==> src/hw/rtl/simplex_noise_2d_grid_top_assert.svh <==
// Assertion macros shared by the simplex noise block.
// Depends on nothing; the including module provides clk and rst.
`ifndef SIMPLEX_NOISE_2D_GRID_TOP_ASSERT_SVH
`define SIMPLEX_NOISE_2D_GRID_TOP_ASSERT_SVH

// same-cycle implication
`define SNX_ASSERT_IMP(lbl, ante, cons, msg) \
  lbl: assert property (@(posedge clk) disable iff (rst) (ante) |-> (cons)) else $error(msg);

// next-cycle implication
`define SNX_ASSERT_NXT(lbl, ante, cons, msg) \
  lbl: assert property (@(posedge clk) disable iff (rst) (ante) |=> (cons)) else $error(msg);

`endif

==> src/hw/rtl/snx_pkg.sv <==
// Types, constants and small functions of the simplex noise block.
// No dependencies.
package snx_pkg;

  localparam int TABLE_SIZE = 256;
  localparam int PERM_AW    = 8;
  localparam int IDX_W      = 16;
  localparam int ADDR_W     = 5;

  // skew (sqrt3-1)/2 and unskew (3-sqrt3)/6, 24 fraction bits
  localparam logic [22:0] SKEW_Q24   = 23'd6140887;
  localparam logic [21:0] UNSKEW_Q24 = 22'd3545443;

  localparam logic [2:0] REG_OFFSET_X  = 3'd0;
  localparam logic [2:0] REG_OFFSET_Y  = 3'd1;
  localparam logic [2:0] REG_SCALE_X   = 3'd2;
  localparam logic [2:0] REG_SCALE_Y   = 3'd3;
  localparam logic [2:0] REG_ORIGIN_X  = 3'd4;
  localparam logic [2:0] REG_ORIGIN_Y  = 3'd5;
  localparam logic [2:0] REG_AMPLITUDE = 3'd6;

  typedef struct packed {
    logic               smp;
    logic [7:0]         tidx;
    logic [7:0]         tval;
    logic [IDX_W-1:0]   col;
    logic [IDX_W-1:0]   row;
    logic signed [31:0] prior;
  } item_t;

  typedef struct packed {
    logic signed [31:0] offset_x;
    logic signed [31:0] offset_y;
    logic [31:0]        scale_x;
    logic [31:0]        scale_y;
    logic [23:0]        origin_x;
    logic [23:0]        origin_y;
    logic signed [31:0] amplitude;
  } cfg_t;

  // v mod 12 via reciprocal multiply, exact for 8-bit v
  function automatic logic [3:0] mod12(input logic [7:0] v);
    logic [15:0] p;
    logic [7:0]  q;
    logic [7:0]  r;
    p = 16'(v) * 16'd171;
    q = {3'b000, p[15:11]};
    r = v - 8'(q * 8'd12);
    return r[3:0];
  endfunction

  function automatic logic signed [1:0] grad_x(input logic [3:0] g);
    logic signed [1:0] r;
    unique case (g)
      4'd0, 4'd2, 4'd4, 4'd6: r = 2'sd1;
      4'd1, 4'd3, 4'd5, 4'd7: r = -2'sd1;
      default:                r = 2'sd0;
    endcase
    return r;
  endfunction

  function automatic logic signed [1:0] grad_y(input logic [3:0] g);
    logic signed [1:0] r;
    unique case (g)
      4'd0, 4'd1, 4'd8, 4'd10: r = 2'sd1;
      4'd2, 4'd3, 4'd9, 4'd11: r = -2'sd1;
      default:                 r = 2'sd0;
    endcase
    return r;
  endfunction

endpackage

==> src/hw/rtl/snx_fifo.sv <==
// Small synchronous queue with full and empty flags.
// No dependencies.
module snx_fifo #(
  parameter int WIDTH = 32,
  parameter int DEPTH = 4
) (
  input  logic             clk,
  input  logic             rst,
  input  logic             push,
  input  logic [WIDTH-1:0] wdata,
  output logic             full,
  input  logic             pop,
  output logic [WIDTH-1:0] rdata,
  output logic             empty
);
  localparam int AW = $clog2(DEPTH);

  logic [WIDTH-1:0] mem [DEPTH];
  logic [AW-1:0]    wp;
  logic [AW-1:0]    rp;
  logic [AW:0]      cnt;
  logic             do_push;
  logic             do_pop;

  assign full    = (cnt == (AW+1)'(DEPTH));
  assign empty   = (cnt == '0);
  assign do_push = push && !full;
  assign do_pop  = pop && !empty;
  assign rdata   = mem[rp];

  always_ff @(posedge clk) begin
    if (rst) begin
      wp  <= '0;
      rp  <= '0;
      cnt <= '0;
    end else begin
      if (do_push) wp <= wp + 1'b1;
      if (do_pop) rp <= rp + 1'b1;
      if (do_push && !do_pop) cnt <= cnt + 1'b1;
      else if (do_pop && !do_push) cnt <= cnt - 1'b1;
    end
  end

  always_ff @(posedge clk) begin
    if (do_push) mem[wp] <= wdata;
  end
endmodule

==> src/hw/rtl/snx_front.sv <==
// Front end: takes input words, tags load or sample, queues them.
// Depends on snx_pkg and snx_fifo.
module snx_front import snx_pkg::*; #(
  parameter int INDEX_BITS = 12
) (
  input  logic                  clk,
  input  logic                  rst,
  input  logic                  push,
  output logic                  full,
  input  logic                  func,
  input  logic [7:0]            table_index,
  input  logic [7:0]            table_value,
  input  logic [INDEX_BITS-1:0] column,
  input  logic [INDEX_BITS-1:0] row,
  input  logic signed [31:0]    prior_value,
  input  logic                  pop,
  output item_t                 item,
  output logic                  empty
);
  item_t in_item;

  always_comb begin
    in_item.smp   = func;
    in_item.tidx  = table_index;
    in_item.tval  = table_value;
    in_item.col   = IDX_W'(column);
    in_item.row   = IDX_W'(row);
    in_item.prior = prior_value;
  end

  snx_fifo #(.WIDTH($bits(item_t)), .DEPTH(4)) u_q (
    .clk(clk), .rst(rst),
    .push(push), .wdata(in_item), .full(full),
    .pop(pop), .rdata(item), .empty(empty)
  );
endmodule

==> config.mk <==
export PLATFORM = sky130hd
export DESIGN_NAME = snx_front
export DESIGN_NICKNAME = d
export VERILOG_FILES = /design/src/hw/rtl/simplex_noise_2d_grid_top_assert.svh /design/src/hw/rtl/snx_pkg.sv /design/src/hw/rtl/snx_fifo.sv /design/src/hw/rtl/snx_front.sv
export SDC_FILE = /design/constraint.sdc
export NUM_CORES = 1
export LEC_CHECK = 0
export ABC_AREA = 1
export BUFFER_PORTS_ARGS = -buffer_cell sky130_fd_sc_hd__buf_2
export CAP_MARGIN = 20
export CORE_ASPECT_RATIO = 0.6
export CORE_UTILIZATION = 40
export DETAILED_ROUTE_END_ITERATION = 6
export MAX_ROUTING_LAYER = met4
export SYNTH_ARGS = -nofsm -noshare
export SYNTH_HDL_FRONTEND = slang
export SYNTH_HIERARCHICAL = 1
export SYNTH_SLANG_ARGS = --single-unit
==> constraint.sdc <==
create_clock -name clk -period 10.3 [get_ports clk]
set_input_delay 0.515 -clock clk [delete_from_list [all_inputs] [get_ports clk]]
set_output_delay 0.515 -clock clk [all_outputs]
set_load 0.01 [all_outputs]
Word-level counts from Yosys, hierarchy flattened. Memory sizes are Yosys's and may differ from the RTL's. A register that Yosys moved wholly into a read port is not among the register bits. Cells that the tools add are included.

$add $sub $neg: 4. Equal/unequal tests: 1. Mux-type cells: 6. Reductions and logical operators: 10.

Operators with widths (count): 3-bit two-way mux (2); 2-bit by 1-bit adder with 2-bit output (second input constant) (2); 1-bit logical AND (4); 1-bit zero test (4); 2-bit two-way mux (2); 3-bit by 1-bit adder with 3-bit output (second input constant) (1); 3-bit equality test (second input constant) (1); 3-bit zero test (1); 3-bit by 1-bit subtractor with 3-bit output (second input constant) (1); 1-bit two-way mux (2); 2-bit nonzero test (1).

Flip-flop bits (word level): 7. RAM bits: 292. Input bits: 77. Logic and storage cells: 25. Memories kept: 1.

Memories: u_q.mem (words 4, width 73, rd ports 1, clocked after memory_dff 1, write ports 1, line snx_fifo.sv:18) `logic [WIDTH-1:0] mem [DEPTH];`.

Longest topological paths before layout.
Depth after elaboration: 7. Mapped depth: 13. Depth with buffers taken out: 13.

Cells and area by module. The synthesis kept the hierarchy.

Modules (own cells, without submodules): snx_fifo (times used 1, cells an instance 853, area an instance 12572.1 µm², seq. area each 9909.5 µm²); snx_front (times used 1, cells an instance 1, area an instance 3.8 µm², seq. area each 0.0 µm²).

Least setup slack after synthesis. No wires, ideal clock.

Kind: flip-flop to flip-flop. From: reg u_q.cnt[0]. To: mem u_q/mem[0][0] (netlist name), enable pin. Data arrival time: 4.037 ns. Data required time: 9.779 ns. Setup slack: 5.742 ns. Cell stages (with the launch flop): 5. Path buffers: 0. Period minus slack after synthesis: 4.558 ns. Cells stage by stage: dfxtp_1 > nor2_1 > nand2_1 > nand2_1 > nor2_1.

Word-level cells in the longest chain between the ends: 5.

RTL lines: start, declared (line snx_fifo.sv:21) `logic [AW:0] cnt;`; start signal, assigned (line snx_fifo.sv:39) `if (do_push && !do_pop) cnt <= cnt + 1'b1;`; start signal, assigned (line snx_fifo.sv:40) `else if (do_pop && !do_push) cnt <= cnt - 1'b1;`; 3-bit equality test (line snx_fifo.sv:25) `assign full = (cnt == (AW+1)'(DEPTH));`; 1-bit zero test (line snx_fifo.sv:27) `assign do_push = push && !full;`; 1-bit logical AND (line snx_fifo.sv:27); 1-bit two-way mux (line snx_fifo.sv:45) `if (do_push) mem[wp] <= wdata;`; 1-bit two-way mux (implied by the code) (line snx_fifo.sv:45); end, declared (line snx_fifo.sv:18).

No other way between the ends.

==> out/results.ini <==
[status]
status = completed

[layout]
drive_gt1_frac = 0.232
layout.nets = 1117
multi_input_area_mm2 = 0.00237
antennaDiodeCount = 0
fillers = 2710
syn2layout_area_growth_pct = 17.6
instances_no_fill = 1466
seqCellArea_mm2 = 0.00991

[logic_synthesis]
ys_ff_latch = 333
seq_area_frac_synth = 0.788
syn_avg_cell_area_um2 = 14.7
synth.distinct_cells = 24
syn_area_mm2 = 0.0126
syn_inst = 854
synth_top_area_share = 0.774
yosysTopAreaCell = edfxtp_1
yosysWarnings = 6
ys_top_cells_by_area = edfxtp_1 (77%), o21ai_0 (5.7%), nor2_1 (4.7%)

[clock_tree]
cts_hold_buf = 0
postCtsSetupBuffers = 0
cts_max_level = 1
path_clk_slew_ps = 70
clockBufferDepth = 3
post_cts_resized = 0
cts_buffers = 30
cts_root_buffer = clkbuf_16
clkLatencyLatePin_ps = 560
cts_tree = built
clock-sinks = 333

[floorplan]
die_h_um = 139
rows = 49
io_pins = 160
die_w_um = 231
die_area_mm2 = 0.0322
start_util = 0.414
core_region_area_mm2 = 0.0304

[setup_path]
required_ps = 9790
cpMaxStageDelayCell = dfxtp_4
path_cells = buf_4, o21ai_0, o22ai_1, buf_2
setup.worst_path.start_class = flop
endpoint_kind = output port
crit_arrival_ps = 3060
crit_fanout = 88
critPathKind = reg2out
slowest_delay_ps = 850

[min_path]
min-delay-path-class = in2reg

[route]
via_per_inst = 4.95
vias = 7263
final_antenna_net_count = 0
drcViolationCount = 0
drt_first_pass_iters = 5
wl_per_cell_um = 18.2
drtIter0Drc = 451
wl_mm = 26.6

[flow_run]
cap_violations = 0

[sta]
rsz0062_at_grt = false
drv_slew = 0
min_period_ps = 3580
max_slew_margin = 0.336
fin_skew_ps = 7.88
period_share = 0.348
worst_pin_slew_ps = 995
max_freq_mhz = 279
setup-tns-final_ps = 0
setup_viol = 0
hold_viol_final = 0

[pwr]
leakage_nw = 5.19
peakVddDrop_uv = 108
power_density_mw_per_mm2 = 251
power_mw = 3.71

[global_routing]
track_usage = 0.168
grt_pass1_vias = 7014
grt_remaining_overflow = 0
grt_pass1_wl_mm = 40.4
grt_max_degree = 163
antenna_found_initial = 0

[place]
portBuffers = 159
gp_congestion = 0.726
dp_hpwl_mm = 14.1
dp.cells = 1410

## cells in the mapped netlist
master,instances
inv_8,1
buf_6,3
edfxtp_1,324
xor2_1,1
fa_1,1
ha_1,5
buf_8,6
nand2_1,15
conb_1,1
nor2_2,20
a21oi_1,3
clkbuf_2,8
clkbuf_1,20
buf_12,3
nand3_1,4
inv_1,16
dfxtp_1,9
o22ai_1,81
o21ai_0,143
nand3b_1,1
buf_2,12
o21ai_1,20
clkinv_4,1
nor2_1,156
## state kept, by name, summed over array words and instances (netlist names), named ones only
signal / cells
u_q/cnt: 3
u_q/mem: 324
u_q/rp: 2
u_q/wp: 2
## per-layer routing
| layer | GRT usage | wire (um) | vias up |
|---|---|---|---|
| li1 | - | - | 3522 |
| met1 | 0.242 | 12900 | 3526 |
| met2 | 0.244 | 11700 | 180 |
| met3 | 0.0350 | 1610 | 35 |
| met4 | 0.0366 | 427 | 0 |
| met5 | - | 0 | - |
## power by group
group	leakage, nW	switching, mW	internal (mW)
combinational	1.63	0.559	0.263
clock	0.521	0.481	0.698
sequential	3.04	0.0611	1.65
## metrics by stage
| stage | area, um^2 | hold WS (ps) | setup slack [ps] | util |
|---|---|---|---|---|
| after floorplan | 12700 | 459 | 5740 | - |
| after global routing | 14800 | 143 | 6500 | 0.487 |
| after CTS | 14800 | 133 | 6660 | 0.487 |
| after global placement | 13700 | 479 | 7310 | 0.452 |
| final | 14800 | 168 | 6720 | 0.487 |
| after detailed placement | 13700 | 493 | 7290 | 0.452 |
## logic make-up (layout without fill, tap and decap cells)
family / after synthesis / in the layout / synth area share
adders and majority gates: 6 / 6 / 0.00657
AOI/OAI and AO/OA: 247 / 247 / 0.106
buffers and inverters: 70 / 243 / 0.0349
and+or+nand+nor: 196 / 196 / 0.0632
other: 1 / 32 / 0.000298
DFF: 333 / 333 / 0.788
xor gates and xnor gates: 1 / 1 / 0.000697
## worst max-delay path, delay by kind of cell, from the launching register on
kind / cells / cell delay, ps
compound gates: 2 / 530
flops: 1 / 850
buf+inv: 2 / 1000
## area by class of cell
class | count | area share
Clock buffer | 35 | 0.0535
Clock inverter | 21 | 0.0172
Inverter | 18 | 0.00541
Multi-Input combinational cell | 482 | 0.160
Sequential cell | 333 | 0.670
Tap cell | 408 | 0.0345
Timing Repair Buffer | 169 | 0.0589
## final timing paths
path | to | depth (start not counted) | slack, ps | startpoint
max | item[54] | 4 | 6720 | flop
min | u_q/mem[2][30]$_DFFE_PP_ | 1 | 170 | prior_value[30]
max reg2reg | u_q/mem[0][62]$_DFFE_PP_ | 6 | 7700 | u_q/cnt[0]$_SDFFE_PP0P_
min reg2reg | flop | 2 | 500 | u_q/rp[1]$_SDFFE_PP0P_
## layout by cell type, fill, tap and decap left out
master,Yosys,routed
a21oi_1,3,3
buf_2,12,159
buf_4,0,10
bufinv_16,0,6
clkbuf_1,20,4
clkbuf_16,0,31
clkinv_1,0,4
clkinv_2,0,10
clkinv_4,1,2
conb_1,1,32
dfxtp_1,9,7
dfxtp_2,0,1
dfxtp_4,0,1
edfxtp_1,324,324
fa_1,1,1
ha_1,5,5
inv_1,16,16
inv_8,1,1
nand2_1,15,15
nand3_1,4,4
nand3b_1,1,1
nor2_1,156,152
nor2_2,20,20
nor2_4,0,4
o21ai_0,143,143
o21ai_1,20,20
o22ai_1,81,81
xor2_1,1,1
Note: power is estimated with default switching activity, not from simulation.
