### config.mk
export PLATFORM = sky130hd
export DESIGN_NAME = snx_fifo
export DESIGN_NICKNAME = d
export VERILOG_FILES = /design/src/hw/rtl/simplex_noise_2d_grid_top_assert.svh /design/src/hw/rtl/snx_fifo.sv
export SDC_FILE = /design/constraint.sdc
export NUM_CORES = 1
export LEC_CHECK = 0
export ABC_CLOCK_PERIOD_IN_PS = 2400
export CELL_PAD_IN_SITES_DETAIL_PLACEMENT = 1
export CELL_PAD_IN_SITES_GLOBAL_PLACEMENT = 1
export CORE_MARGIN = 2
export CORE_UTILIZATION = 50
export CTS_BUF_LIST = sky130_fd_sc_hd__clkbuf_4 sky130_fd_sc_hd__clkbuf_8
export DETAILED_ROUTE_END_ITERATION = 8
export DONT_BUFFER_PORTS = 1
export MAX_ROUTING_LAYER = met4
export PLACE_DENSITY = 0.81
export SLEW_MARGIN = 10
export SYNTH_ARGS = -nofsm -noshare
export SYNTH_HDL_FRONTEND = slang
export SYNTH_SLANG_ARGS = --single-unit
### constraint.sdc
create_clock -name clk -period 2.4 [get_ports clk]
set_input_delay 0.48 -clock clk [delete_from_list [all_inputs] [get_ports clk]]
set_output_delay 0.48 -clock clk [all_outputs]
set_load 0.02 [all_outputs]
### src/hw/rtl/simplex_noise_2d_grid_top_assert.svh
// Assertion macros shared by the simplex noise block.
// Depends on nothing; the including module provides clk and rst.
`ifndef SIMPLEX_NOISE_2D_GRID_TOP_ASSERT_SVH
`define SIMPLEX_NOISE_2D_GRID_TOP_ASSERT_SVH

// same-cycle implication
`define SNX_ASSERT_IMP(lbl, ante, cons, msg) \
  lbl: assert property (@(posedge clk) disable iff (rst) (ante) |-> (cons)) else $error(msg);

// next-cycle implication
`define SNX_ASSERT_NXT(lbl, ante, cons, msg) \
  lbl: assert property (@(posedge clk) disable iff (rst) (ante) |=> (cons)) else $error(msg);

`endif

### src/hw/rtl/snx_fifo.sv
// Small synchronous queue with full and empty flags.
// No dependencies.
module snx_fifo #(
  parameter int WIDTH = 32,
  parameter int DEPTH = 4
) (
  input  logic             clk,
  input  logic             rst,
  input  logic             push,
  input  logic [WIDTH-1:0] wdata,
  output logic             full,
  input  logic             pop,
  output logic [WIDTH-1:0] rdata,
  output logic             empty
);
  localparam int AW = $clog2(DEPTH);

  logic [WIDTH-1:0] mem [DEPTH];
  logic [AW-1:0]    wp;
  logic [AW-1:0]    rp;
  logic [AW:0]      cnt;
  logic             do_push;
  logic             do_pop;

  assign full    = (cnt == (AW+1)'(DEPTH));
  assign empty   = (cnt == '0);
  assign do_push = push && !full;
  assign do_pop  = pop && !empty;
  assign rdata   = mem[rp];

  always_ff @(posedge clk) begin
    if (rst) begin
      wp  <= '0;
      rp  <= '0;
      cnt <= '0;
    end else begin
      if (do_push) wp <= wp + 1'b1;
      if (do_pop) rp <= rp + 1'b1;
      if (do_push && !do_pop) cnt <= cnt + 1'b1;
      else if (do_pop && !do_push) cnt <= cnt - 1'b1;
    end
  end

  always_ff @(posedge clk) begin
    if (do_push) mem[wp] <= wdata;
  end
endmodule

; Word level (Yosys, flattened, before mapping)
; Memories as Yosys holds them, arrays and structs flattened. A register that Yosys moved wholly into a read port is not among the register bits.
; Index checks and enable logic that the tools add are counted.
[totals]
output_inout_bits = 34
mem_count = 1
register_bits = 7
ram_bits = 128
in_bits = 36
elab_cells = 25
[op_classes]
n_reduce_logical = 10
addsub = 4
eq_ne = 1
n_mux = 6
[mem_list]
columns = name, depth, word_bits, rd, rd_clocked_by_memory_dff, wr, line
row1 = mem, 4, 32, 1, 1, 1, snx_fifo.sv:18  ; logic [WIDTH-1:0] mem [DEPTH];
[op_table]
columns = op, n
row1 = 2-to-1 mux 3 bit, 2
row2 = "adder 2 x 1 -> 2 bit, second input constant", 2
row3 = logical AND 1 bit, 4
row4 = zero test 1 bit, 4
row5 = 2-to-1 mux 2 bit, 2
row6 = "adder 3 x 1 -> 3 bit, second input constant", 1
row7 = "equality test 3 bit, second input constant", 1
row8 = zero test 3 bit, 1
row9 = "subtractor 3 x 1 -> 3 bit, second input constant", 1
row10 = 2-to-1 mux 1 bit, 2
row11 = nonzero test 2 bit, 1

; Logic depth before layout (Yosys ltp)
; Gate-level depths: netlist of the first run.
[depth]
depth_word = 7
depth_mapped = 8
ltp_nobuf = 8

; Worst setup path after synthesis of the first run
; No wires, ideal clock.
[synth_timing]
kind = flip-flop to flip-flop
from = reg cnt[0]
to = reg cnt[2]
n_path_buf = 0
required_ps = 2330
stages_incl_launch_ff = 9
setup_ps = 70
period_less_slack_ps = 2094
t_arrival_ps = 2024
setup_slack_ps = 306
path_cell_list = dfxtp_1 nor3b_4 nor2_1 ha_1 inv_1 fa_1 xor2_1 or3_1 a21oi_1
[synth_between]
elab_chain_cells = 6
elab_cells_between_ends = 15
cone_classes = 2 x add/sub / 1 x eq/ne / 2 x mux / 10 x reduce/logical
[synth_lines]
columns = element, line
row1 = "start, declared", snx_fifo.sv:21  ; logic [AW:0] cnt;
row2 = "start signal, assigned", snx_fifo.sv:39  ; if (do_push && !do_pop) cnt <= cnt + 1'b1;
row3 = "start signal, assigned", snx_fifo.sv:40  ; else if (do_pop && !do_push) cnt <= cnt - 1'b1;
row4 = equality test 3 bit *, snx_fifo.sv:25  ; assign full = (cnt == (AW+1)'(DEPTH));
row5 = named net full, snx_fifo.sv:11  ; output logic full,
row6 = zero test 1 bit *, snx_fifo.sv:27  ; assign do_push = push && !full;
row7 = logical AND 1 bit *, snx_fifo.sv:27
row8 = named net do_push, snx_fifo.sv:22  ; logic do_push;
row9 = zero test 1 bit, snx_fifo.sv:40
row10 = logical AND 1 bit, snx_fifo.sv:40
row11 = nonzero test 2 bit (no line), -
; Mark *: on every way through the listed nets, which the timed path passes. The rest lies on a longest branch. The select of a mux whose other input is x is not followed.
; A chain may end at the register's enable or synchronous reset.

==> summary.txt, run 1 <==
Routing
  – Drc violations: 0
  – Pre-antenna DRT Iters: 4
  – Vias per cell: 5.61
  – Post-route ant nets: 0
  – DRC marker count from the first detailed-route iteration: 132
  – Vias: 2131
  – Routed len/inst: 23.8 um
  – Drt total wl: 9.04 mm

Min path
  – Hold Path Sink: wp[0]$_SDFFE_PP0P_
  – HP Class: input port to flip-flop
  – Hold_sp: rst
  – WHS Path Cells: 1

GRT
  – Vias in the first global route: 2345
  – Pin count of the biggest net entering global routing: 33
  – GR Util All Layers: 18.3%
  – First-pass GRT wire length: 13.7 mm
  – Grt ovf: 0
  – Initial antenna violation count: 0

Timing
  – Final Max Slew Viols: 0
  – Period utilization: 92.7%
  – Slew @ Worst Pin: 0.660 ns
  – FMAX: 449 MHz
  – Layout Skew: 0.00994 ns
  – Final Setup Violations: 0
  – Setup TNS: 0 ns
  – Minimum clock period: 2.23 ns
  – RSZ-0062 raised after global routing: false
  – Fin Hold WS: 0.107 ns
  – Max_slew headroom: 55.7%
  – Final hold vios: 0

Clocking
  – Post-CTS Hold Buffers: 0
  – Worst-Skew Late Latency: 0.43 ns
  – CTS sink cnt: 137
  – Setup Fix Bufs, Post-CTS: 0
  – Bufs on Longest Clock Path: 2
  – Clk slew on worst S/H paths: 0.07 ns
  – H-tree Lvls: 4
  – CTS Buf Count: 17
  – CTS tree: built
  – CTS root buffer: clkbuf_8

Synthesis
  – Synth Area per Inst: 23.9 um2
  – Post-Syn Nets: 257
  – Post-synth cell types: 23
  – Yosys warns: 0
  – Synthesized flop and latch total: 137
  – Seq/Total Area, Yosys: 78.4%
  – Mapped Cells: 215
  – Mapped Area: 5130 um2

Floorplan
  – Die area: 11100 um2
  – Core Box Area: 9860 um2
  – Die width: 105 um
  – DIE HEIGHT: 105 um
  – Starting Density: 52.0%
  – Core Rows: 36
  – # IOs: 70

Pwr
  – Max VDD drop: 0.638 mV
  – Sw frac: 27.9%
  – P_sw: 1.78 mW
  – Pwr/cell area: 1110 nW/um2
  – Seq pwr share: 47.6%
  – Cell-internal power: 4.61 mW
  – Clock power share: 30.4%
  – Pleak: 1.83 nW
  – Comb power frac: 22.0%

Cells and area
  – Sequential Area: 4030 um2
  – Multi-input logic area: 1010 um2
  – Nets: 277
  – Filler cell count: 819
  – Commonest non-fill, non-tap cell in the layout: edfxtp_1
  – Most frequent cells in the layout: 128 x edfxtp_1, 30 x mux4_2, 17 x clkbuf_8
  – Diode count: 0
  – Share of cells above drive strength 1: 31.6%
  – Synth-to-layout area growth: 12.3%

Placement
  – IO buf count: 0
  – Routability cong.: 0.679
  – Final HPWL from detailed placement: 5.45 mm

Worst setup path
  – Req. time, crit path: 1.92 ns
  – Critical path class: flip-flop to output port
  – Flop2flop setup slack: 0.26 ns
  – Critical Path Fanout Max: 10
  – RR Startpoint: cnt[2]$_SDFFE_PP0P_
  – Worst-case reg-to-reg path depth: 8
  – WP data arrival: 1.75 ns
  – CP Capture Type: output port
  – Reg2reg end: cnt[2]$_SDFFE_PP0P_
  – Setup crit start kind: flip-flop

Job
  – MaxCap Viol Count: 0

Run status
  – Status: finished, final reports clean
-- layout make-up --
type	count	share of cell area (%)
Multi-Input combinational cell	66	17.5
Tap cell	133	2.89
Clock inverter	11	2.67
Timing Repair Buffer	9	2.26
Sequential cell	137	69.9
Inverter	4	0.260
Clock buffer	20	4.45
-- stage by stage --
stage | cell area, um2 | setup WS [ns] | cells | total power, mW | utilization (%)
after floorplan | 5130 | 0.306 | 215 | 4.29 | -
after global placement | 5350 | 0.189 | 349 | 4.47 | 54.2
after detailed placement | 5350 | 0.0405 | 349 | 4.52 | 54.2
after CTS | 5760 | 0.0114 | 380 | 6.49 | 58.4
after global routing | 5760 | 0.0696 | 380 | 6.67 | 58.4
final | 5760 | 0.174 | 380 | 6.40 | 58.4
-- per-layer routing --
layer / vias to the layer above / global-route usage (%) / routed length [um]
met5: - / - / 0
met4: 0 / 7.43 / 118
met3: 15 / 8.16 / 720
met2: 87 / 29.4 / 4830
met1: 1096 / 19.8 / 3370
li1: 933 / - / -
-- worst max-delay path: stages, from the launching register on --
cell     delay (ns)
dfxtp_4        0.46
buf_4          0.24
mux4_2         0.61
-- flip-flops by register name, indices dropped and copies added, names as in the netlist, named ones only --
register,count
cnt,3
wp,2
mem,128
rp,2
-- worst max-delay path by stage --
stage | slack, ns | start | cells after the start | to
6_report | 0.17 | flip-flop | 2 | rdata[17]
3_5_place_dp | 0.04 | cnt[0]$_SDFFE_PP0P_ | 8 | cnt[2]$_SDFFE_PP0P_
5_1_grt | 0.07 | flip-flop | 2 | rdata[17]
2_1_floorplan | 0.31 | cnt[0]$_SDFFE_PP0P_ | 8 | cnt[2]$_SDFFE_PP0P_
4_1_cts | 0.01 | cnt[0]$_SDFFE_PP0P_ | 8 | cnt[2]$_SDFFE_PP0P_
3_3_place_gp | 0.19 | cnt[0]$_SDFFE_PP0P_ | 8 | cnt[2]$_SDFFE_PP0P_
-- synthesized netlist by cell type, drive strengths merged --
| cell type | count | share of area [%] |
|---|---|---|
| edfxtp | 128 | 75 |
| mux4 | 32 | 14 |
| dfxtp | 9 | 3.5 |
| buf | 7 | 1.7 |
| nor2 | 6 | 0.44 |
| ha | 5 | 1.2 |
| and2 | 4 | 0.49 |
| inv | 4 | 0.29 |
| xor2 | 4 | 0.68 |
| a21oi | 2 | 0.20 |
| mux2i | 2 | 0.39 |
| nand2b | 2 | 0.24 |
| o21ai | 2 | 0.20 |
| or3 | 2 | 0.24 |
| clkbuf | 1 | 0.073 |
| fa | 1 | 0.39 |
| nor3 | 1 | 0.097 |
| nor3b | 1 | 0.37 |
| o311ai | 1 | 0.17 |
| o31ai | 1 | 0.24 |
-- kinds of logic (layout without fill, tap and decap cells) --
family                   Yosys count  after routing  share of synthesized area [%]
adder cells (fa/ha/maj)            6              6                           1.61
AND/OR/NAND/NOR                   16             16                           1.88
AO/OA/AOI/OAI                      6              6                          0.804
XOR/XNOR                           4              4                          0.683
buffers and inverters             12             44                           2.05
multiplexers                      34             34                           14.6
flip-flops                       137            137                           78.4
-- power groups by stage --
stage / Clock [mW] / Sequential (mW) / Combinational (mW)
4_1_cts: 2.00 / 3.05 / 1.44
3_5_place_dp: 0 / 3.09 / 1.43
6_report: 1.95 / 3.04 / 1.41
3_3_place_gp: 0 / 3.06 / 1.41
2_1_floorplan: 0 / 3.00 / 1.29
5_1_grt: 2.09 / 3.07 / 1.50
-- repair_timing --
item / 4_1_cts / 5_1_grt
gates resized for setup: 1 / 3
hold endpoints to repair: 0 / 0
setup endpoints to repair: 7 / 1
Power figures use the tool's default switching activity.
==> inputs of run 2 (changes only) <==
--- a/config.mk
+++ b/config.mk
@@ -8,7 +8,6 @@
 export ABC_CLOCK_PERIOD_IN_PS = 2400
 export CELL_PAD_IN_SITES_DETAIL_PLACEMENT = 1
 export CELL_PAD_IN_SITES_GLOBAL_PLACEMENT = 1
-export CORE_MARGIN = 2
 export CORE_UTILIZATION = 50
 export CTS_BUF_LIST = sky130_fd_sc_hd__clkbuf_4 sky130_fd_sc_hd__clkbuf_8
 export DETAILED_ROUTE_END_ITERATION = 8
==> run 2 against run 1 <==
Die area down 3.8%. Register-to-register slack got worse by 0.10 ns. Critical path depth unchanged. Largest cell class unchanged. Design area is 0.61% lower. Clock skew is 0.0010 ns lower. Non-clock buffer count shrank 1. Clock power is 3% lower. Via count decreased by 0.33%. Sequential power shrank 2%. Global-route usage up 0.63 points.
==> summary.txt, run 2 (synthesis results as in run 1) <==
Run status
  – Status: finished, final reports clean

Clocking
  – CTS root buffer: clkbuf_8
  – Clk slew on worst S/H paths: 0.07 ns (about the same)
  – CTS Buf Count: 17 (unchanged)
  – CTS sink cnt: 137 (unchanged)
  – H-tree Lvls: 4 (unchanged)
  – Bufs on Longest Clock Path: 2 (unchanged)
  – Worst-Skew Late Latency: 0.42 ns (about the same)
  – CTS tree: built

Routing
  – Drc violations: 0 (unchanged)
  – Pre-antenna DRT Iters: 4 (unchanged)
  – DRC marker count from the first detailed-route iteration: 67 (-49%)
  – Vias: 2124 (-0.33%)
  – Post-route ant nets: 0 (unchanged)
  – Vias per cell: 5.62 (+0.20%)
  – Routed len/inst: 23.2 um (-2.4%)
  – Drt total wl: 8.78 mm (-2.9%)

Worst setup path
  – Critical path class: flip-flop to output port
  – Req. time, crit path: 1.92 ns (about the same)
  – Setup crit start kind: flip-flop
  – WP data arrival: 1.77 ns (+0.02 ns)
  – Crit-path slowest cell: mux4_1
  – Critical Path Fanout Max: 32 (+22)
  – CP Cell Sequence: buf_12 > mux4_1
  – CP peak stage delay: 0.74 ns (+0.13 ns)
  – CP Capture Type: output port

Placement
  – Final HPWL from detailed placement: 5.56 mm (+2.0%)
  – IO buf count: 0 (unchanged)
  – Routability cong.: 0.685 (+0.94%)

Cells and area
  – Multi-input logic area: 1010 um2 (unchanged)
  – Nets: 276 (-0.36%)
  – Diode count: 0 (unchanged)
  – Share of cells above drive strength 1: 29.8% (-1.8 points)
  – Max reg flops: 128 (unchanged)
  – Top flop regs: mem x128, cnt x3
  – Commonest non-fill, non-tap cell in the layout: edfxtp_1
  – Final Core Density: 58.1% (-0.36 points)
  – Synth-to-layout area growth: 11.6%
  – Sequential Area: 4030 um2 (about the same)
  – Filler cell count: 799 (-2.4%)
  – Top reg by flops: mem
  – Most frequent cells in the layout: 128 x edfxtp_1, 30 x mux4_2, 17 x clkbuf_8

Timing
  – FMAX: 445 MHz (-1.0%)
  – Period utilization: 93.7% (+0.95 points)
  – Max_slew headroom: 55.9% (+0.21 points)
  – RSZ-0062 raised after global routing: false
  – Final Setup Violations: 0 (unchanged)
  – Layout Skew: 0.00893 ns (-0.00101 ns)
  – Final Max Slew Viols: 0 (unchanged)
  – Slew @ Worst Pin: 0.657 ns (-0.00310 ns)
  – Minimum clock period: 2.25 ns (+0.0228 ns)
  – Final hold vios: 0 (unchanged)

Pwr
  – Pleak: 1.82 nW (-0.75%)
  – Pwr/cell area: 1100 nW/um2 (-0.58%)
  – Final total power: 6.32 mW (-1.2%)
  – Max VDD drop: 0.529 mV (-17%)

Floorplan
  – Die area: 10700 um2 (-3.8%)
  – Core Rows: 36 (unchanged)
  – Starting Density: 52.0% (unchanged)
  – Die width: 103 um (-1.9%)
  – DIE HEIGHT: 103 um (-1.9%)
  – # IOs: 70 (unchanged)
  – Core Box Area: 9860 um2 (unchanged)

GRT
  – Pin count of the biggest net entering global routing: 33 (unchanged)
  – Vias in the first global route: 2424 (+3.4%)
  – First-pass GRT wire length: 13.1 mm (-3.8%)
  – Initial antenna violation count: 0 (unchanged)
  – Grt ovf: 0 (unchanged)
  – GR Util All Layers: 18.9% (+0.63 points)

Job
  – MaxCap Viol Count: 0 (unchanged)

Min path
  – HP Class: input port to flip-flop
==> run 2: worst paths after layout <==
check,end,startpoint,slack [ns],depth (start not counted)
worst max-delay path,rdata[25],flip-flop,0.15,2
worst min-delay path,cnt[0]$_SDFFE_PP0P_,rst,0.12,1
worst max register to register,cnt[2]$_SDFFE_PP0P_,cnt[1]$_SDFFE_PP0P_,0.16,8
worst min register to register,wp[1]$_SDFFE_PP0P_,wp[1]$_SDFFE_PP0P_,0.52,2
==> run 2: timing repair <==
action / 4_1_cts / 5_1_grt
resized for setup: 1 / 1
endpoints found under the setup margin: 1 / 1
hold endpoints to repair: 0 / 0
buffers inserted: 0 / 0
hold buffers: 0 / 0
==> run 2: power breakdown <==
group / switching (mW) / internal (mW) / total (mW)
registers: 0.102 / 2.88 / 2.98
clock network: 0.784 / 1.11 / 1.90
logic: 0.869 / 0.573 / 1.44
total: 1.75 / 4.57 / 6.32
==> run 2: critical path, delay by kind of cell, from the launching register on <==
family / cells / cell delay (ns)
buf+inv: 1 / 0.26
flops: 1 / 0.34
mux: 1 / 0.74
==> run 2: cell type report <==
type | instances | share of cell area, %
inverters | 4 | 0.262
clock buffers | 18 | 4.21
well taps | 133 | 2.90
clock inverters | 12 | 2.75
flip-flops and latches | 137 | 70.3
repair buffers | 8 | 1.92
multi-input cells | 66 | 17.6
==> run 2: layer usage <==
metal	global-route usage (%)	part of all wire, %	vias to the layer above
li1	-	-	930
met4	7.48	1.3	0
met5	-	0	-
met2	32.9	55	63
met3	7.39	6.5	11
met1	19.0	37	1120
==> run 2: metrics by stage <==
| step | instances | area (um2) | setup TNS (ns) | hold WS, ns | worst slack (ns) |
|---|---|---|---|---|---|
| 2_1_floorplan | 215 | 5130 | 0 | 0.482 | 0.306 |
| 3_3_place_gp | 348 | 5330 | 0 | 0.502 | 0.161 |
| 3_5_place_dp | 348 | 5330 | -0.00915 | 0.514 | -0.00915 |
| 4_1_cts | 378 | 5730 | 0 | 0.0906 | 0.0776 |
| 5_1_grt | 378 | 5730 | 0 | 0.0771 | 0.00941 |
| 6_report | 378 | 5730 | 0 | 0.116 | 0.152 |
==> inputs of run 3 (changes only) <==
--- a/config.mk
+++ b/config.mk
@@ -5,7 +5,7 @@
 export SDC_FILE = /design/constraint.sdc
 export NUM_CORES = 1
 export LEC_CHECK = 0
-export ABC_CLOCK_PERIOD_IN_PS = 2400
+export ABC_CLOCK_PERIOD_IN_PS = 2580
 export CELL_PAD_IN_SITES_DETAIL_PLACEMENT = 1
 export CELL_PAD_IN_SITES_GLOBAL_PLACEMENT = 1
 export CORE_UTILIZATION = 50
==> constraint.sdc (replaced) <==
create_clock -name clk -period 2.58 [get_ports clk]
set_input_delay 0.516 -clock clk [delete_from_list [all_inputs] [get_ports clk]]
set_output_delay 0.516 -clock clk [all_outputs]
set_load 0.02 [all_outputs]
==> run 3 against run 2 <==
Sequential cell count unchanged. Combinational power is 8% lower. Worst hold slack better by 0.038 ns. Setup slack improved by 0.017 ns. Clock power fell by 9%.
==> summary.txt, run 3 (synthesis results as in run 1) <==
Clocking
  – CTS root buffer: clkbuf_8
  – CTS tree: built
  – Post-cts gate resize count: 0 (-1)
  – Clk slew on worst S/H paths: 0.07 ns (about the same)
  – CTS sink cnt: 137 (unchanged)
  – Worst-Skew Late Latency: 0.42 ns (about the same)
  – Post-CTS Hold Buffers: 0 (unchanged)
  – H-tree Lvls: 4 (unchanged)
  – Setup Fix Bufs, Post-CTS: 0 (unchanged)
  – CTS Buf Count: 17 (unchanged)
  – Bufs on Longest Clock Path: 2 (unchanged)

Timing
  – Final hold vios: 0 (unchanged)
  – Minimum clock period: 2.41 ns
  – FMAX: 415 MHz
  – Period utilization: 93.5%
  – Final Max Slew Viols: 0 (unchanged)
  – Setup TNS: 0 ns (unchanged)
  – RSZ-0062 raised after global routing: false
  – Slew @ Worst Pin: 0.643 ns (-0.0132 ns)
  – Final Setup Violations: 0 (unchanged)
  – Layout Skew: 0.00948 ns (+0.000545 ns)
  – Max_slew headroom: 56.8% (+0.89 points)
  – Setup WS post-layout: 0.168 ns (+0.0167 ns)

Floorplan
  – DIE HEIGHT: 103 um (unchanged)
  – Core Rows: 36 (unchanged)
  – Die area: 10700 um2 (unchanged)
  – Starting Density: 52.0% (unchanged)
  – Die width: 103 um (unchanged)
  – # IOs: 70 (unchanged)
  – Core Box Area: 9860 um2 (unchanged)

Worst setup path
  – Req. time, crit path: 2.93 ns (+1.01 ns)
  – CP Capture Type: flip-flop
  – Setup crit start kind: flip-flop
  – Critical path class: flip-flop to flip-flop
  – RR Startpoint: cnt[0]$_SDFFE_PP0P_
  – Reg2reg end: cnt[2]$_SDFFE_PP0P_
  – Flop2flop setup slack: 0.17 ns (about the same)
  – Worst-case reg-to-reg path depth: 8 (unchanged)
  – WP data arrival: 2.76 ns (+0.99 ns)
  – Critical Path Fanout Max: 6 (-81%)

Routing
  – Drc violations: 0 (unchanged)
  – DRC marker count from the first detailed-route iteration: 67 (unchanged)
  – Drt total wl: 9.12 mm (+3.9%)
  – Post-route ant nets: 0 (unchanged)
  – Routed len/inst: 24.0 um (+3.3%)
  – Vias: 2127 (+0.14%)
  – Pre-antenna DRT Iters: 4 (unchanged)
  – Vias per cell: 5.60 (-0.39%)

Job
  – MaxCap Viol Count: 0 (unchanged)

Cells and area
  – Top flop regs: mem x128, cnt x3
  – Diode count: 0 (unchanged)
  – Filler cell count: 808 (+1.1%)
  – Most frequent cells in the layout: 128 x edfxtp_1, 30 x mux4_2, 17 x clkbuf_8
  – Commonest non-fill, non-tap cell in the layout: edfxtp_1
  – Share of cells above drive strength 1: 30.8% (+0.97 points)
  – Top reg by flops: mem
  – Nets: 276 (unchanged)
  – Synth-to-layout area growth: 12.0%
  – Max reg flops: 128 (unchanged)

Min path
  – Hold_sp: rst
  – Hold Path Sink: wp[0]$_SDFFE_PP0P_
  – HP Class: input port to flip-flop
  – WHS Path Cells: 1 (unchanged)

Placement
  – Dpl ws: 0.205 ns (+0.214 ns)
  – IO buf count: 0 (unchanged)
  – Final HPWL from detailed placement: 6.04 mm (+8.7%)
  – Routability cong.: 0.645 (-5.9%)

GRT
  – Vias in the first global route: 2327 (-4.0%)
  – First-pass GRT wire length: 13.3 mm (+1.4%)
  – GR Util All Layers: 19.4% (+0.53 points)
  – Initial antenna violation count: 0 (unchanged)
  – Grt ovf: 0 (unchanged)
  – Pin count of the biggest net entering global routing: 26 (-21%)

Run status
  – Status: finished, final reports clean

Pwr
  – Pleak: 1.83 nW (+0.66%)
  – Max VDD drop: 0.624 mV (+18%)
  – Pwr/cell area: 1020 nW/um2 (-7.3%)
  – Final total power: 5.88 mW (-6.9%)
[run 3: cell count changes in the layout (fill, tap and decap cells not counted), moves of 2 or more]
cell      delta
clkbuf_4     +4
clkinv_2     +2
clkinv_1     -3
buf_4        -2
buf_12       +2
[run 3: how the worst max path moves through the flow]
stage,startpoint,slack (ns),endpoint,cells past startpoint
floorplan,cnt[0]$_SDFFE_PP0P_,0.49,cnt[2]$_SDFFE_PP0P_,8
global placement,cnt[0]$_SDFFE_PP0P_,0.36,cnt[2]$_SDFFE_PP0P_,8
detailed placement,cnt[0]$_SDFFE_PP0P_,0.20,cnt[2]$_SDFFE_PP0P_,8
CTS,cnt[0]$_SDFFE_PP0P_,0.15,cnt[2]$_SDFFE_PP0P_,8
global route,cnt[0]$_SDFFE_PP0P_,0.12,cnt[2]$_SDFFE_PP0P_,8
finish,cnt[0]$_SDFFE_PP0P_,0.17,cnt[2]$_SDFFE_PP0P_,8
[run 3: through the flow]
| step | hold slack [ns] | cell area, um2 | utilization [%] | cells |
|---|---|---|---|---|
| 2_1_floorplan | 0.482 | 5130 | - | 215 |
| 3_3_place_gp | 0.500 | 5350 | 54.2 | 348 |
| 3_5_place_dp | 0.515 | 5350 | 54.2 | 348 |
| 4_1_cts | 0.132 | 5750 | 58.3 | 380 |
| 5_1_grt | 0.120 | 5750 | 58.3 | 380 |
| 6_report | 0.154 | 5750 | 58.3 | 380 |
[run 3: area by class of cell]
cell class	count	area, um2	area share [%]
repair buffers	8	135	2.35
flip-flops and latches	137	4030	70.0
well taps	133	166	2.89
clock inverters	10	126	2.20
multi-input cells	66	1010	17.5
inverters	4	15.0	0.261
clock buffers	22	272	4.72
[run 3: metal layers]
layer,wire length [um],part of all wire (%),vias to the layer above,global-route usage (%)
li1,-,-,926,-
met1,3350,37,1117,20.1
met2,4940,54,70,32.5
met3,630,6.9,14,8.20
met4,199,2.2,0,8.45
met5,0,0,-,-
[run 3: critical path, cell delays in order (launching register included)]
cell	delay, ns
dfxtp_1	0.52
nor3b_4	0.12
nor2_1	0.33
ha_1	0.27
inv_1	0.07
fa_1	0.39
xor2_1	0.16
or3_1	0.30
a21oi_1	0.16
[run 3: report_power, final]
group	total (mW)	switching [mW]	internal, mW
sequential	2.83	0.146	2.68
clock	1.73	0.735	0.998
combinational	1.32	0.772	0.551
